<file path="src/rtl/core/msas_pkg.sv">
// Package for the multi-slot alarm scheduler: slot count, function codes,
// sequencer states and the input/result transfer structs. No dependencies.
package msas_pkg;

  // Number of alarm slots (1 to 16) and widths derived from it
  localparam int unsigned SLOT_COUNT = 4;
  localparam int unsigned SLOT_W     = 4;
  localparam int unsigned TICK_W     = 64;
  localparam int unsigned IDX_W      = (SLOT_COUNT > 1) ? $clog2(SLOT_COUNT) : 1;

  // Function codes of an input transfer
  typedef enum logic [1:0] {
    FUNC_ARM    = 2'd0,
    FUNC_DISARM = 2'd1,
    FUNC_EVENT  = 2'd2,
    FUNC_RSVD   = 2'd3
  } func_e;

  // Sequencer states
  typedef enum logic [1:0] {
    ST_IDLE,
    ST_FIRE,
    ST_MIN,
    ST_FINAL
  } state_e;

  // Input transfer payload
  typedef struct packed {
    logic [1:0]        func;
    logic [SLOT_W-1:0] slot;
    logic [TICK_W-1:0] due_tick;
    logic [TICK_W-1:0] now;
  } in_item_t;

  // Result transfer payload
  typedef struct packed {
    logic              fired;
    logic [SLOT_W-1:0] fired_slot;
    logic [TICK_W-1:0] fired_target;
    logic              alarm_on;
    logic [TICK_W-1:0] alarm_value;
    logic              ignored;
    logic              last;
  } out_item_t;

  // Flags from the shared magnitude comparator
  typedef struct packed {
    logic lt;
    logic le;
  } cmp_res_t;

endpackage

</file>
<file path="src/rtl/core/msas_cmp.sv">
// Shared 64-bit unsigned magnitude comparator of the alarm scheduler.
// Depends on msas_pkg for the tick width and the result struct.
module msas_cmp import msas_pkg::*; (
  input  logic [TICK_W-1:0] a_i,
  input  logic [TICK_W-1:0] b_i,
  output cmp_res_t          res_o
);

  // One wide subtract-style compare gives both flags
  always_comb begin
    res_o.lt = (a_i < b_i);
    res_o.le = res_o.lt | (a_i == b_i);
  end

endmodule

</file>
<file path="src/rtl/core/multi_slot_alarm_scheduler.sv">
// Multi-slot one-shot alarm scheduler: slot table, walk sequencer, output register.
// Depends on msas_pkg and msas_cmp (one comparator shared by both slot walks).
// An arm/disarm/ignored item walks the slots once (minimum walk) before its final result;
// an alarm event walks them twice (fire walk, then minimum walk); any result can stall on the output.
// Throughput: one item at a time, next accepted in the cycle after its final result is loaded.
// Reset clears all armed flags and the sequencer; targets are not reset.
module multi_slot_alarm_scheduler import msas_pkg::*; (
  input  logic      clk_i,
  input  logic      rst_ni,
  input  logic      in_valid_i,
  output logic      in_ready_o,
  input  in_item_t  in_data_i,
  output logic      out_valid_o,
  input  logic      out_ready_i,
  output out_item_t out_data_o
);

  state_e                   state_q, state_d;
  logic [IDX_W-1:0]         cnt_q, cnt_d;
  logic [SLOT_COUNT-1:0]    armed_q, armed_d;
  logic [TICK_W-1:0]        target_q [SLOT_COUNT];
  logic [TICK_W-1:0]        now_q;
  logic [TICK_W-1:0]        nearest_q;
  logic                     any_q;
  logic                     ignored_q;
  logic                     out_valid_q;
  out_item_t                out_q;

  logic                     in_xfer;
  logic                     slot_ok;
  logic                     out_free;
  logic                     cnt_last;
  logic [TICK_W-1:0]        cmp_b;
  cmp_res_t                 cmp_res;
  logic                     fire_hit;
  logic                     emit_fire;
  logic                     step_fire;
  logic                     min_take;
  logic                     emit_final;

  // Shared comparator: slot target against now (fire walk) or running minimum
  assign cmp_b = (state_q == ST_FIRE) ? now_q : nearest_q;

  msas_cmp u_cmp (
    .a_i   (target_q[cnt_q]),
    .b_i   (cmp_b),
    .res_o (cmp_res)
  );

  assign slot_ok  = ({1'b0, in_data_i.slot} < (SLOT_W+1)'(SLOT_COUNT));
  assign cnt_last = (cnt_q == IDX_W'(SLOT_COUNT - 1));
  assign out_free = !out_valid_q || out_ready_i;

  // Sequencer outputs
  always_comb begin
    in_ready_o = (state_q == ST_IDLE);
    in_xfer    = in_valid_i && in_ready_o;
    fire_hit   = armed_q[cnt_q] && cmp_res.le;
    emit_fire  = (state_q == ST_FIRE) && fire_hit && out_free;
    step_fire  = (state_q == ST_FIRE) && (!fire_hit || out_free);
    min_take   = (state_q == ST_MIN) && armed_q[cnt_q] && (!any_q || cmp_res.lt);
    emit_final = (state_q == ST_FINAL) && out_free;
  end

  // Next state
  always_comb begin
    state_d = state_q;
    unique case (state_q)
      ST_IDLE: begin
        if (in_xfer) begin
          state_d = (in_data_i.func == FUNC_EVENT) ? ST_FIRE : ST_MIN;
        end
      end
      ST_FIRE: begin
        if (step_fire && cnt_last) state_d = ST_MIN;
      end
      ST_MIN: begin
        if (cnt_last) state_d = ST_FINAL;
      end
      ST_FINAL: begin
        if (out_free) state_d = ST_IDLE;
      end
      default: state_d = ST_IDLE;
    endcase
  end

  // Slot counter and armed flags
  always_comb begin
    cnt_d   = cnt_q;
    armed_d = armed_q;
    if (in_xfer) begin
      cnt_d = '0;
      if (slot_ok) begin
        if (in_data_i.func == FUNC_ARM)    armed_d[in_data_i.slot[IDX_W-1:0]] = 1'b1;
        if (in_data_i.func == FUNC_DISARM) armed_d[in_data_i.slot[IDX_W-1:0]] = 1'b0;
      end
    end
    if (emit_fire) armed_d[cnt_q] = 1'b0;
    if (step_fire || (state_q == ST_MIN)) begin
      cnt_d = cnt_last ? '0 : cnt_q + 1'b1;
    end
  end

  // Control registers
  always_ff @(posedge clk_i or negedge rst_ni) begin
    if (!rst_ni) begin
      state_q     <= ST_IDLE;
      cnt_q       <= '0;
      armed_q     <= '0;
      any_q       <= 1'b0;
      ignored_q   <= 1'b0;
      out_valid_q <= 1'b0;
    end else begin
      state_q     <= state_d;
      cnt_q       <= cnt_d;
      armed_q     <= armed_d;
      out_valid_q <= (out_valid_q && !out_ready_i) || emit_fire || emit_final;
      if (in_xfer) begin
        any_q <= 1'b0;
        case (in_data_i.func) inside
          FUNC_ARM, FUNC_DISARM: ignored_q <= !slot_ok;
          FUNC_EVENT:            ignored_q <= 1'b0;
          default:               ignored_q <= 1'b1;
        endcase
      end else if (min_take) begin
        any_q <= 1'b1;
      end
    end
  end

  // Slot targets, item time, running minimum and result register
  always_ff @(posedge clk_i) begin
    if (in_xfer && slot_ok && (in_data_i.func == FUNC_ARM)) begin
      target_q[in_data_i.slot[IDX_W-1:0]] <= in_data_i.due_tick;
    end
    if (in_xfer) now_q <= in_data_i.now;
    if (min_take) nearest_q <= target_q[cnt_q];
    if (emit_fire) begin
      out_q.fired        <= 1'b1;
      out_q.fired_slot   <= SLOT_W'(cnt_q);
      out_q.fired_target <= target_q[cnt_q];
      out_q.alarm_on     <= 1'b0;
      out_q.alarm_value  <= '0;
      out_q.ignored      <= 1'b0;
      out_q.last         <= 1'b0;
    end else if (emit_final) begin
      out_q.fired        <= 1'b0;
      out_q.fired_slot   <= '0;
      out_q.fired_target <= '0;
      out_q.alarm_on     <= any_q;
      out_q.alarm_value  <= any_q ? nearest_q : '0;
      out_q.ignored      <= ignored_q;
      out_q.last         <= 1'b1;
    end
  end

  assign out_valid_o = out_valid_q;
  assign out_data_o  = out_q;

endmodule

</file>
<file path="config.mk">
export PLATFORM = sky130hd
export DESIGN_NAME = multi_slot_alarm_scheduler
export DESIGN_NICKNAME = d
export VERILOG_FILES = /design/src/rtl/core/msas_pkg.sv /design/src/rtl/core/msas_cmp.sv /design/src/rtl/core/multi_slot_alarm_scheduler.sv
export SDC_FILE = /design/constraint.sdc
export NUM_CORES = 1
export LEC_CHECK = 0
export BUFFER_PORTS_ARGS = -buffer_cell sky130_fd_sc_hd__buf_2
export CAP_MARGIN = 0
export CORE_MARGIN = 2
export CORE_UTILIZATION = 30
export CTS_CLUSTER_DIAMETER = 40
export DETAILED_ROUTE_END_ITERATION = 10
export GPL_ROUTABILITY_DRIVEN = 0
export MAX_ROUTING_LAYER = met4
export SETUP_SLACK_MARGIN = 0.02
export SYNTH_ARGS = -nofsm -noshare
export SYNTH_HDL_FRONTEND = slang
export SYNTH_SLANG_ARGS = --single-unit
</file>
<file path="constraint.sdc">
create_clock -name clk_i -period 17.4 [get_ports clk_i]
set_clock_uncertainty 0.2 [all_clocks]
set_input_delay 1.74 -clock clk_i [delete_from_list [all_inputs] [get_ports clk_i]]
set_output_delay 1.74 -clock clk_i [all_outputs]
set_load 0.02 [all_outputs]
</file>
Word-level counts from Yosys, hierarchy flattened
Memory sizes are Yosys's and may differ from the RTL's.
Cells that the tools add are included.
{"block": "totals", "ff_bits": 273, "ramBits": 256, "input_bits": 138, "out_inout_bits": 138, "n_memories": 1}
{"block": "classes", "n_addsub": 1, "n_lt_le_gt_ge": 6, "eq_ne": 11, "muxes": 32, "bitwise": 6, "n_reduce_logical": 32}
{"name": "target_q", "words": 4, "word_bits": 64, "read_ports": 1, "rd_ports_with_merged_regs": 0, "wr": 1, "line": "multi_slot_alarm_scheduler.sv:21", "source": "logic [TICK_W-1:0] target_q [SLOT_COUNT];"}
{"cell": "$mux W133", "count": 2}
{"cell": "$mux W64", "count": 2}
{"cell": "$eq A64 B64 Y1", "count": 1}
{"cell": "$lt A64 B64 Y1", "count": 1}
{"cell": "$mux W4", "count": 7}
{"cell": "$mux W2", "count": 8}
{"cell": "$logic_and A1 B1 Y1", "count": 14}
{"cell": "$mux W1", "count": 9}
{"cell": "$and A4 B4 Y4", "count": 2}
{"cell": "$eq A2 B2 Y1 const B", "count": 4}
{"cell": "$not A4 Y4", "count": 2}
{"cell": "$pmux W2 S4", "count": 1}
{"cell": "$logic_or A1 B1 Y1", "count": 6}
{"cell": "$lt A2 B3 Y1 const B", "count": 2}
{"cell": "$reduce_bool A2 Y1", "count": 3}
{"cell": "$logic_not A1 Y1", "count": 5}
{"cell": "$demux W1 S2", "count": 2}
{"cell": "$eq A2 B1 Y1 const B", "count": 2}
{"cell": "$ge A2 B1 Y1 const B", "count": 2}
{"cell": "$logic_not A2 Y1", "count": 2}
{"cell": "$lt A4 B3 Y1 const B", "count": 1}
{"cell": "$ne A2 B1 Y1 const B", "count": 2}
{"cell": "$ne A2 B2 Y1 const B", "count": 2}
{"cell": "$or A4 B4 Y4", "count": 1}
{"cell": "5 further kinds", "count": 5}

Depth between registers and ports, before layout
Gate-level depths: netlist of run 1.
{"block": "depth", "ltp_word": 14, "ltp_mapped": 16, "ltp_nobuf": 12}

Hierarchy
A second synthesis of run 1 with hierarchy kept.
{"block": "hier_totals", "cells_unflattened": 1149, "area_unflattened_um2": 20763.7}
{"mod": "multi_slot_alarm_scheduler", "instances": 1, "cells_per_inst": 922, "area_per_inst_um2": 19109.6, "seq_area_each_um2": 15149.5}
{"mod": "msas_cmp", "instances": 1, "cells_per_inst": 227, "area_per_inst_um2": 1654.1, "seq_area_each_um2": 0.0}

Worst setup path after synthesis of run 1
No wires, ideal clock.
{"block": "synth_timing", "path_kind": "input to register", "from": "in in_valid_i", "to": "mem target_q[0][0], enable pin", "setup_ps": 568, "t_arrival_ps": 7994, "path_slack_ps": 8638, "cell_stages": 4, "path_cell_list": "nand2_1 inv_1 nand3b_1 nor3_1"}
{"block": "synth_between", "elab_chain_len": 5}
{"element": "start: declaration", "line": "multi_slot_alarm_scheduler.sv:10", "source": "input logic in_valid_i,"}
{"element": "$logic_and A1 B1 Y1", "line": "multi_slot_alarm_scheduler.sv:57", "source": "in_xfer = in_valid_i && in_ready_o;"}
{"element": "named net in_xfer", "line": "multi_slot_alarm_scheduler.sv:29", "source": "logic in_xfer;"}
{"element": "$logic_and A1 B1 Y1 (2 in series)", "line": "multi_slot_alarm_scheduler.sv:133", "source": "if (in_xfer && slot_ok && (in_data_i.func == FUNC_ARM)) begin"}
{"element": "$mux W1", "line": "multi_slot_alarm_scheduler.sv:133"}
{"element": "$mux W1 (implied by the code)", "line": "multi_slot_alarm_scheduler.sv:134", "source": "target_q[in_data_i.slot[IDX_W-1:0]] <= in_data_i.due_tick;"}
{"element": "end: declaration", "line": "multi_slot_alarm_scheduler.sv:21"}
The timed path passes the listed nets, and every way through them passes these cells.

Worst setup path in the final report of run 1
{"block": "layout_timing", "from": "reg cnt_q[0]", "to": "reg out_q, in the netlist out_data_o[115], enable pin"}
{"block": "layout_between", "elab_chain_len": 7}
{"element": "start: declaration", "line": "multi_slot_alarm_scheduler.sv:19", "source": "logic [IDX_W-1:0] cnt_q, cnt_d;"}
{"element": "start signal: assignment", "line": "multi_slot_alarm_scheduler.sv:115", "source": "cnt_q <= cnt_d;"}
{"element": "$mem_v2 Z4 W64 (*)"}
{"element": "named net u_cmp.a_i[30]", "line": "msas_cmp.sv:4", "source": "input logic [TICK_W-1:0] a_i,"}
{"element": "$lt A64 B64 Y1 / $eq A64 B64 Y1 (equally long branches)", "line": "msas_cmp.sv:11, msas_cmp.sv:12"}
{"element": "$or A1 B1 Y1 (*)", "line": "msas_cmp.sv:12", "source": "res_o.le = res_o.lt | (a_i == b_i);"}
{"element": "$logic_and A1 B1 Y1 (*)", "line": "multi_slot_alarm_scheduler.sv:58", "source": "fire_hit = armed_q[cnt_q] && cmp_res.le;"}
{"element": "$logic_and A1 B1 Y1 (*) (2 in series)", "line": "multi_slot_alarm_scheduler.sv:59", "source": "emit_fire = (state_q == ST_FIRE) && fire_hit && out_free;"}
{"element": "$reduce_bool A2 Y1 (no line) (*)"}
{"element": "end: declaration", "line": "multi_slot_alarm_scheduler.sv:27", "source": "out_item_t out_q;"}
The timed path passes the listed nets; every way through them passes the cells marked *. The select of a mux whose other input is x is not followed.
A chain may end at the register's enable or synchronous reset.

==> results of run 1 <==
cell usage after synthesis, drive strengths merged, types with 11 or more instances:
| cell type | n |
|---|---|
| mux2i | 67 |
| o21ai | 11 |
| nor2 | 12 |
| edfxtp | 450 |
| a21oi | 38 |
| buf | 30 |
| clkbuf | 15 |
| and2 | 63 |
| dfrtp | 11 |
| mux4 | 65 |
| inv | 13 |
| ha | 72 |
| nand2 | 28 |
| a22o | 64 |
| dfxtp | 68 |
| nand4 | 12 |
per-stage QoR:
step | power (uW) | utilization, % | worst slack [ns] | cell area, um^2 | hold WS, ns
global route | 5018 | 38.78 | 9.505 | 26090 | 0.2789
detailed placement | 2974 | 33.89 | 9.914 | 22800 | 0.2358
finish | 4782 | 38.79 | 10.29 | 26100 | 0.2543
CTS | 4863 | 38.72 | 9.884 | 26050 | 0.2565
global placement | 2954 | 33.89 | 9.969 | 22800 | 0.2312
floorplan | 2528 | - | 8.638 | 20400 | 0.2481
state kept, by name, indices dropped and copies added, names as in the netlist:
| signal | flops |
|---|---|
| cnt_q | 2 |
| now_q | 64 |
| out_data_o | 134 |
| out_valid_o | 1 |
| any_q | 1 |
| state_q | 2 |
| target_q | 256 |
| ignored_q | 1 |
| armed_q | 4 |
| nearest_q | 64 |
cells by family after synthesis:
logic type      share of synthesized area, %
compound gates                         5.172
fa+ha+maj                              4.417
buf+inv                                1.423
flops                                  74.28
mux                                    10.52
other cells                          0.01839
simple gates                           4.166
worst max-delay path: cells and delay by family (launching register included):
kind	cells	cell delay [ns]
flip-flops	1	0.98
AND/OR/NAND/NOR	5	1.71
multiplexers	1	0.63
adder cells (fa/ha/maj)	1	0.32
AO/OA/AOI/OAI	2	0.73
buffers and inverters	3	1.94
area by class of cell:
cell class | instances | area, um^2 | area share (%)
flip-flops and latches | 529 | 15160 | 58.08
clock buffers | 100 | 2374 | 9.095
multi-input cells | 495 | 5024 | 19.25
inverters | 13 | 52.55 | 0.2014
diodes | 19 | 47.55 | 0.1822
repair buffers | 287 | 1471 | 5.638
well taps | 873 | 1092 | 4.185
clock inverters | 71 | 879.6 | 3.370
final timing paths:
kind / slack [ns] / from / to / depth (start not counted)
hold reg to reg: 0.25 / out_data_o[66] / out_data_o[66] / 1
setup / recovery: 10.29 / cnt_q[0] / out_data_o[115] / 12
setup reg to reg: 10.29 / cnt_q[0] / out_data_o[115] / 12
hold / removal: 0.25 / out_data_o[66] / out_data_o[66] / 1
max in group asynchronous: 15.91 / rst_ni / cnt_q[0] / 1
min in group asynchronous: 0.82 / rst_ni / armed_q[1] / 1
placed cells by master, fill, tap and decap left out, types with 6 or more instances in the layout:
cell type,netlist,layout
clkinv_1,0,8
nand2_1,28,28
clkinv_2,0,6
mux4_2,65,65
edfxtp_1,450,450
a22o_1,64,64
dfrtp_1,11,9
buf_4,8,14
clkbuf_16,0,93
clkinv_8,0,6
nand4_1,12,12
o21ai_0,11,11
nand3_1,8,8
and2_1,63,63
inv_6,0,21
buf_2,4,273
a21oi_1,37,36
mux2i_1,67,67
bufinv_16,0,12
clkinv_4,0,7
dfxtp_1,68,68
diode_2,0,19
ha_1,72,71
clkinvlp_4,0,6
inv_1,12,11
nor2_1,11,9
power by group:
part | switching, uW | internal, uW
logic | 714 | 459
clock network | 668 | 1190
registers | 134 | 1620
total | 1520 | 3270
layer usage:
metal / up-vias / wire length (um)
met5: - / 0
met1: 5568 / 22110
met2: 345 / 26220
met3: 98 / 3939
li1: 5095 / -
met4: 0 / 1202
==> results.sh, run 1 <==
export IMPL_worstPathRequired_ns=17.43
export IMPL_area_growth_pct=27.96
export IMPL_cpPeakStageDelay_ns=0.98
export IMPL_status="completed"
export IMPL_htree_levels=3
export IMPL_cts_clk_slew_worst_paths_ns=0.06
export IMPL_rsz0062_at_grt="false"
export IMPL_synthFlopType="edfxtp_1"
export IMPL_post_route_period_util_pct=40.87
export IMPL_grt_max_degree=72
export IMPL_ys_seq_area_share_pct=74.28
export IMPL_yosys_area_top_type="edfxtp_1"
export IMPL_relSlewSlack_pct=25.60
export IMPL_fmax_mhz=140.6
export IMPL_drc=0
export IMPL_worst_setup_path_end_kind="flip-flop"
export IMPL_synth_cell_types=54
export IMPL_start_kind="flip-flop"
export IMPL_cts_root_buf="clkbuf_16"
export IMPL_cp_arrival_ns=7.14
export IMPL_via_per_inst=4.653
export IMPL_clkSinkCount=529
export IMPL_initial_core_util_pct=30.31
export IMPL_wirelength_um=53480
export IMPL_p_leak_uw=0.009564
export IMPL_gr_total_overflow=0
export IMPL_final_setup_tns_ns=0
export IMPL_first_global_vias=11770
export IMPL_antenna_found_initial=22
export IMPL_min_path_type="reg2reg"
export IMPL_hold_violations=0
export IMPL_drv_cap=0
export IMPL_async_reset_ff_share_pct=2.079
export IMPL_use_met2_pct=25.38
export IMPL_die_area_um2=70080
export IMPL_yosys_warnings=0
export IMPL_synth_area_leaders="edfxtp_1, mux4_2, dfxtp_1"
export IMPL_portBuffers=273
export IMPL_critical_path_max_fanout=71
export IMPL_crit_path_top_delay_cell="dfrtp_4"
export IMPL_top_usage_layer="met2"
export IMPL_synth_top_area_share_pct=66.26
export IMPL_dp_cells=2197
export IMPL_use_met1_pct=18.75
export IMPL_ios=276
export IMPL_ant_nets=0
export IMPL_clk_path_buf_depth=3
export IMPL_cts_buffers=91
export IMPL_die_w_um=264.7
export IMPL_final_cells=2387
export IMPL_syn_instance_count=1081
export IMPL_clock_latency_ns=0.62
export IMPL_routed_via_count=11110
export IMPL_crit_type="reg2reg"
export IMPL_drtIter0Drc=728
export IMPL_firstDrtPassIters=5
export IMPL_post_drt_wl_per_cell_um=22.40
export IMPL_syn_area_um2=20390
export IMPL_cts_setup_buffers=0
export IMPL_crit_chain="buf_4 > mux4_2 > ha_1 > nand4_1 > nor4_1 > nand3_1 > nor2_2 > and4_2 > o21a_4 > a21oi_4 > buf_4 > inv_4"
export IMPL_final_max_slew_viol_count=0
export IMPL_power_density_nw_per_um2=183.2
export IMPL_synth_edff_count=450
export IMPL_crit_top_cell="buf_4"
export IMPL_core_area_um2=67280
export IMPL_place_hpwl_um=35100
export IMPL_syn_area_per_cell_um2=18.87
export IMPL_final_setup_viol_count=0
export IMPL_cts_tree="done"
export IMPL_num_rows=95
export IMPL_die_y_um=264.7
export IMPL_peakVddDrop_mv=0.09598
export IMPL_grt_use_total_pct=15.64
export IMPL_cts_resized=0
export IMPL_worst_pin_slew_ns=1.116
export IMPL_grt_first_pass_wirelength_um=77680
export IMPL_synth_seq_cells=529
export IMPL_finalCriticalPeriod_ns=7.111
export IMPL_grt_util_met3_pct=4.961
export IMPL_final_nets=1627
export IMPL_drive_above_1_share_pct=35.52
export IMPL_cts_hold_buf=0
export IMPL_fill_cells=6207
(Power assumes the default switching activity.)
==> run 2, diff against run 1 <==
- clock period: 17.4 -> 5.9 ns (I/O delays scaled with it)
==> results.sh, run 2 (synthesis gave the netlist of run 1 again) <==
export IMPL_status="completed"
export IMPL_clkSinkCount=529
export IMPL_crit_type="reg2reg"
export IMPL_drv_cap=0
export IMPL_min_path_type="in2reg"
export IMPL_portBuffers=273
export IMPL_routed_via_count=11700
export IMPL_hold_violations=0
export IMPL_worst_pin_slew_ns=0.9573
export IMPL_fill_cells=6183
export IMPL_clk_path_buf_depth=3
export IMPL_initial_core_util_pct=30.31
export IMPL_firstDrtPassIters=5
export IMPL_final_max_slew_viol_count=0
export IMPL_ios=276
export IMPL_power_density_nw_per_um2=493.8
export IMPL_cts_clk_slew_worst_paths_ns=0.06
export IMPL_die_w_um=264.7
export IMPL_cp_arrival_ns=5.60
export IMPL_core_area_um2=67280
export IMPL_final_nets=1751
export IMPL_gr_total_overflow=0
export IMPL_cts_tree="done"
export IMPL_post_route_util_pct=39.87
export IMPL_post_route_period_util_pct=90.70
export IMPL_start_kind="flip-flop"
export IMPL_p_leak_uw=0.009821
export IMPL_regArea_um2=15160
export IMPL_final_cell_mix="edfxtp_1, buf_2, dlygate4sd3_1"
export IMPL_finalCriticalPeriod_ns=5.351
export IMPL_via_per_inst=4.699
export IMPL_cts_root_buf="clkbuf_16"
export IMPL_peakVddDrop_mv=0.2912
export IMPL_drive_above_1_share_pct=32.25
export IMPL_die_area_um2=70080
export IMPL_fmax_mhz=186.9
export IMPL_critical_path_max_fanout=70
export IMPL_htree_levels=3
export IMPL_final_setup_viol_count=0
export IMPL_grt_first_pass_wirelength_um=80630
export IMPL_worst_setup_path_end_kind="flip-flop"
export IMPL_cts_setup_buffers=0
export IMPL_grt_use_total_pct=16.25
export IMPL_clock_latency_ns=0.60
export IMPL_area_growth_pct=31.52
export IMPL_antenna_found_initial=12
export IMPL_multi_input_area_um2=5036
export IMPL_ant_nets=0
export IMPL_grt_max_degree=71
export IMPL_num_rows=95
export IMPL_die_y_um=264.7
export IMPL_finalPower_uw=13250
export IMPL_largest_reg_flops=256
export IMPL_relSlewSlack_pct=36.18
export IMPL_first_global_vias=12530
export IMPL_final_common_cell="edfxtp_1"
export IMPL_post_drt_wl_per_cell_um=22.16
export IMPL_place_hpwl_um=35500
export IMPL_wirelength_um=55180
export IMPL_rsz0062_at_grt="false"
export IMPL_drc=0
export IMPL_drtIter0Drc=854
export IMPL_cts_buffers=78
export IMPL_worstPathRequired_ns=6.15
[run 2: final cells by class]
class                      instances  share of cell area [%]
antenna                           11                  0.1026
clock buffer                      93                   7.874
clock inverter                    52                   1.633
inverter                          13                  0.2099
multi-input combinational        495                   18.78
sequential                       529                   56.51
tap                              873                   4.072
timing repair buffer             424                   10.82
[run 2: what timing repair did]
action	in CTS	in global routing
hold buffers	126	0
gates resized for setup	0	1
endpoints found under the hold margin	322	0
setup endpoints to repair	0	66
[run 2: per-stage QoR]
| step | std cells | hold slack (ns) | instance area, um^2 | setup slack [ns] | TNS [ns] |
|---|---|---|---|---|---|
| 2_1_floorplan | 1082 | 0.09441 | 20420 | -0.004015 | -0.2570 |
| 3_3_place_gp | 2208 | 0.2383 | 22980 | 0.2524 | 0 |
| 3_5_place_dp | 2208 | 0.2360 | 22980 | 0.2128 | 0 |
| 4_1_cts | 2479 | 0.0001549 | 26790 | 0.1700 | 0 |
| 5_1_grt | 2490 | 0.02000 | 26820 | 0.1786 | 0 |
| 6_report | 2490 | 0.04460 | 26820 | 0.5488 | 0 |
[run 2: routing by layer]
metal	track usage, %	part of all wire [%]
met2	26.90	50
met5	-	0
met4	4.825	2.1
met3	3.632	6.0
met1	19.96	42
[run 2: power by group]
part,switching (uW),internal (uW)
logic,2210,1460
clock network,1780,2670
registers,373,4760
[run 2: path summary, 6_finish.rpt]
check,startpoint,end,slack [ns],cells past startpoint
setup / recovery,cnt_q[0],out_data_o[105],0.55,12
hold / removal,in_data_i[96],target_q[0][32],0.04,1
setup reg to reg,cnt_q[0],out_data_o[105],0.55,12
hold reg to reg,out_data_o[66],out_data_o[66],0.25,1
max in group asynchronous,rst_ni,cnt_q[1],4.96,2
min in group asynchronous,rst_ni,cnt_q[0],0.27,2
[run 2: worst max-delay path, cell delays in order, from the launching register on]
cell and delay (ns):
dfrtp_4 0.68, buf_12 0.35, mux4_2 0.57, ha_1 0.32, a21oi_1 0.14, o21ai_0 0.12
a221oi_1 0.75, o22ai_1 0.14, buf_4 0.19, a2111oi_4 0.53, o21a_4 0.23, buf_4 0.62
and2_1 0.24
==> run 3, diff against run 2 <==
- BUFFER_PORTS_ARGS: -buffer_cell sky130_fd_sc_hd__buf_2 -> unset
- DONT_BUFFER_PORTS: unset -> 1
- TNS_END_PERCENT: unset -> 1
==> results.sh, run 3 (synthesis gave the netlist of run 1 again) <==
export IMPL_cts_root_buf="clkbuf_16"
export IMPL_finalCriticalPeriod_ns=5.572
export IMPL_critical_path_max_fanout=65
export IMPL_ios=276
export IMPL_peakVddDrop_mv=0.2755
export IMPL_grt_use_total_pct=15.55
export IMPL_die_y_um=264.7
export IMPL_hold_violations=0
export IMPL_min_path_type="in2reg"
export IMPL_final_common_cell="edfxtp_1"
export IMPL_clock_latency_ns=0.64
export IMPL_grt_max_degree=71
export IMPL_crit_chain="buf_12 > mux4_2 > ha_1 > and4_1 > nand4bb_1 > or4_4 > a211oi_2 > a2111oi_4 > o21a_4 > a21oi_4 > buf_6 > a22o_1"
export IMPL_post_route_util_pct=38.74
export IMPL_cts_setup_buffers=0
export IMPL_wirelength_um=53060
export IMPL_post_drt_wl_per_cell_um=23.71
export IMPL_fill_cells=6085
export IMPL_cp_arrival_ns=5.92
export IMPL_finalPower_uw=13720
export IMPL_clkSinkCount=529
export IMPL_final_cell_mix="edfxtp_1, dlygate4sd3_1, clkbuf_16"
export IMPL_crit_path_top_delay_cell="dfrtp_4"
export IMPL_num_rows=95
export IMPL_worstPathRequired_ns=6.25
export IMPL_grt_first_pass_wirelength_um=77140
export IMPL_status="completed"
export IMPL_worst_pin_slew_ns=0.8469
export IMPL_place_hpwl_um=33890
export IMPL_design_area_um2=26070
export IMPL_relSlewSlack_pct=43.54
export IMPL_portBuffers=0
export IMPL_area_growth_pct=27.80
export IMPL_first_global_vias=11400
export IMPL_initial_core_util_pct=30.31
export IMPL_post_route_period_util_pct=94.43
export IMPL_rsz0062_at_grt="false"
export IMPL_power_density_nw_per_um2=526.5
export IMPL_dpl_cell_area_um2=21640
export IMPL_crit_buf_inv=2
export IMPL_drtIter0Drc=662
export IMPL_routed_via_count=10670
export IMPL_final_nets=1488
export IMPL_cts_tree="done"
export IMPL_clk_path_buf_depth=3
export IMPL_firstDrtPassIters=5
export IMPL_drive_above_1_share_pct=19.38
export IMPL_crit_type="reg2reg"
export IMPL_antenna_found_initial=14
export IMPL_critical_path_top_delay_family="compound AO/OA/AOI/OAI gates"
export IMPL_drc=0
export IMPL_final_max_slew_viol_count=0
export IMPL_largest_reg_flops=256
export IMPL_cts_clk_slew_worst_paths_ns=0.06
export IMPL_die_w_um=264.7
export IMPL_ant_nets=0
export IMPL_fmax_mhz=179.5
export IMPL_final_setup_viol_count=0
export IMPL_p_leak_uw=0.008925
export IMPL_cpPeakStageDelay_ns=0.76
export IMPL_htree_levels=3
export IMPL_start_kind="flip-flop"
export IMPL_drv_cap=0
export IMPL_core_area_um2=67280
export IMPL_via_per_inst=4.769
export IMPL_die_area_um2=70080
export IMPL_worst_setup_path_end_kind="flip-flop"
export IMPL_gr_total_overflow=0
export IMPL_cts_buffers=86
## run 3: final cells by class
type	instances	area [um^2]	share of cell area [%]
timing repair buffer	153	1604	6.154
clock inverter	63	815.8	3.130
antenna	13	32.53	0.1248
multi-input combinational	495	5036	19.32
tap	873	1092	4.191
inverter	13	53.80	0.2064
clock buffer	99	2273	8.722
sequential	529	15160	58.15
## run 3: final timing paths
check / from / endpoint / slack, ns / depth (start not counted)
setup / recovery: cnt_q[0] / out_data_o[42] / 0.33 / 12
max in group asynchronous: rst_ni / cnt_q[1] / 4.86 / 1
hold / removal: in_data_i[129] / armed_q[3] / 0.04 / 3
hold reg to reg: nearest_q[20] / out_data_o[22] / 0.28 / 1
min in group asynchronous: rst_ni / state_q[1] / 0.19 / 1
setup reg to reg: cnt_q[0] / out_data_o[42] / 0.33 / 12
## run 3: per-layer routing
metal	track usage (%)	vias to the layer above	share of wire (%)
met5	-	-	0
met4	4.825	0	1.9
met3	5.332	75	7.7
met2	24.69	321	48
met1	18.71	5489	42
li1	-	4789	-
## run 3: report_power, final
| group | switching, uW | internal, uW |
|---|---|---|
| Clock | 1920 | 3330 |
| Combinational | 1560 | 1220 |
| Sequential | 925 | 4760 |
## run 3: repair_timing
item | CTS | global route
gates resized for setup | 1 | 1
hold endpoints to repair | 331 | 0
setup endpoints to repair | 64 | 59
hold buffers | 129 | 0
## run 3: tightest hold or removal path, delay by kind of cell
family | cells | cell delay, ns
AO/OA/AOI/OAI | 2 | 0.17
AND/OR/NAND/NOR | 1 | 0.05
## run 3: per-stage QoR
stage / hold WS (ns) / worst slack (ns) / cells / TNS (ns)
floorplan: 0.09441 / -1.241 / 1082 / -116.55
global placement: 0.09628 / 0.05002 / 1934 / 0
detailed placement: 0.09630 / 0.02915 / 1934 / 0
CTS: 0.001337 / 0.1102 / 2225 / 0
global route: 0.03053 / 0.07084 / 2238 / 0
finish: 0.04093 / 0.3284 / 2238 / 0
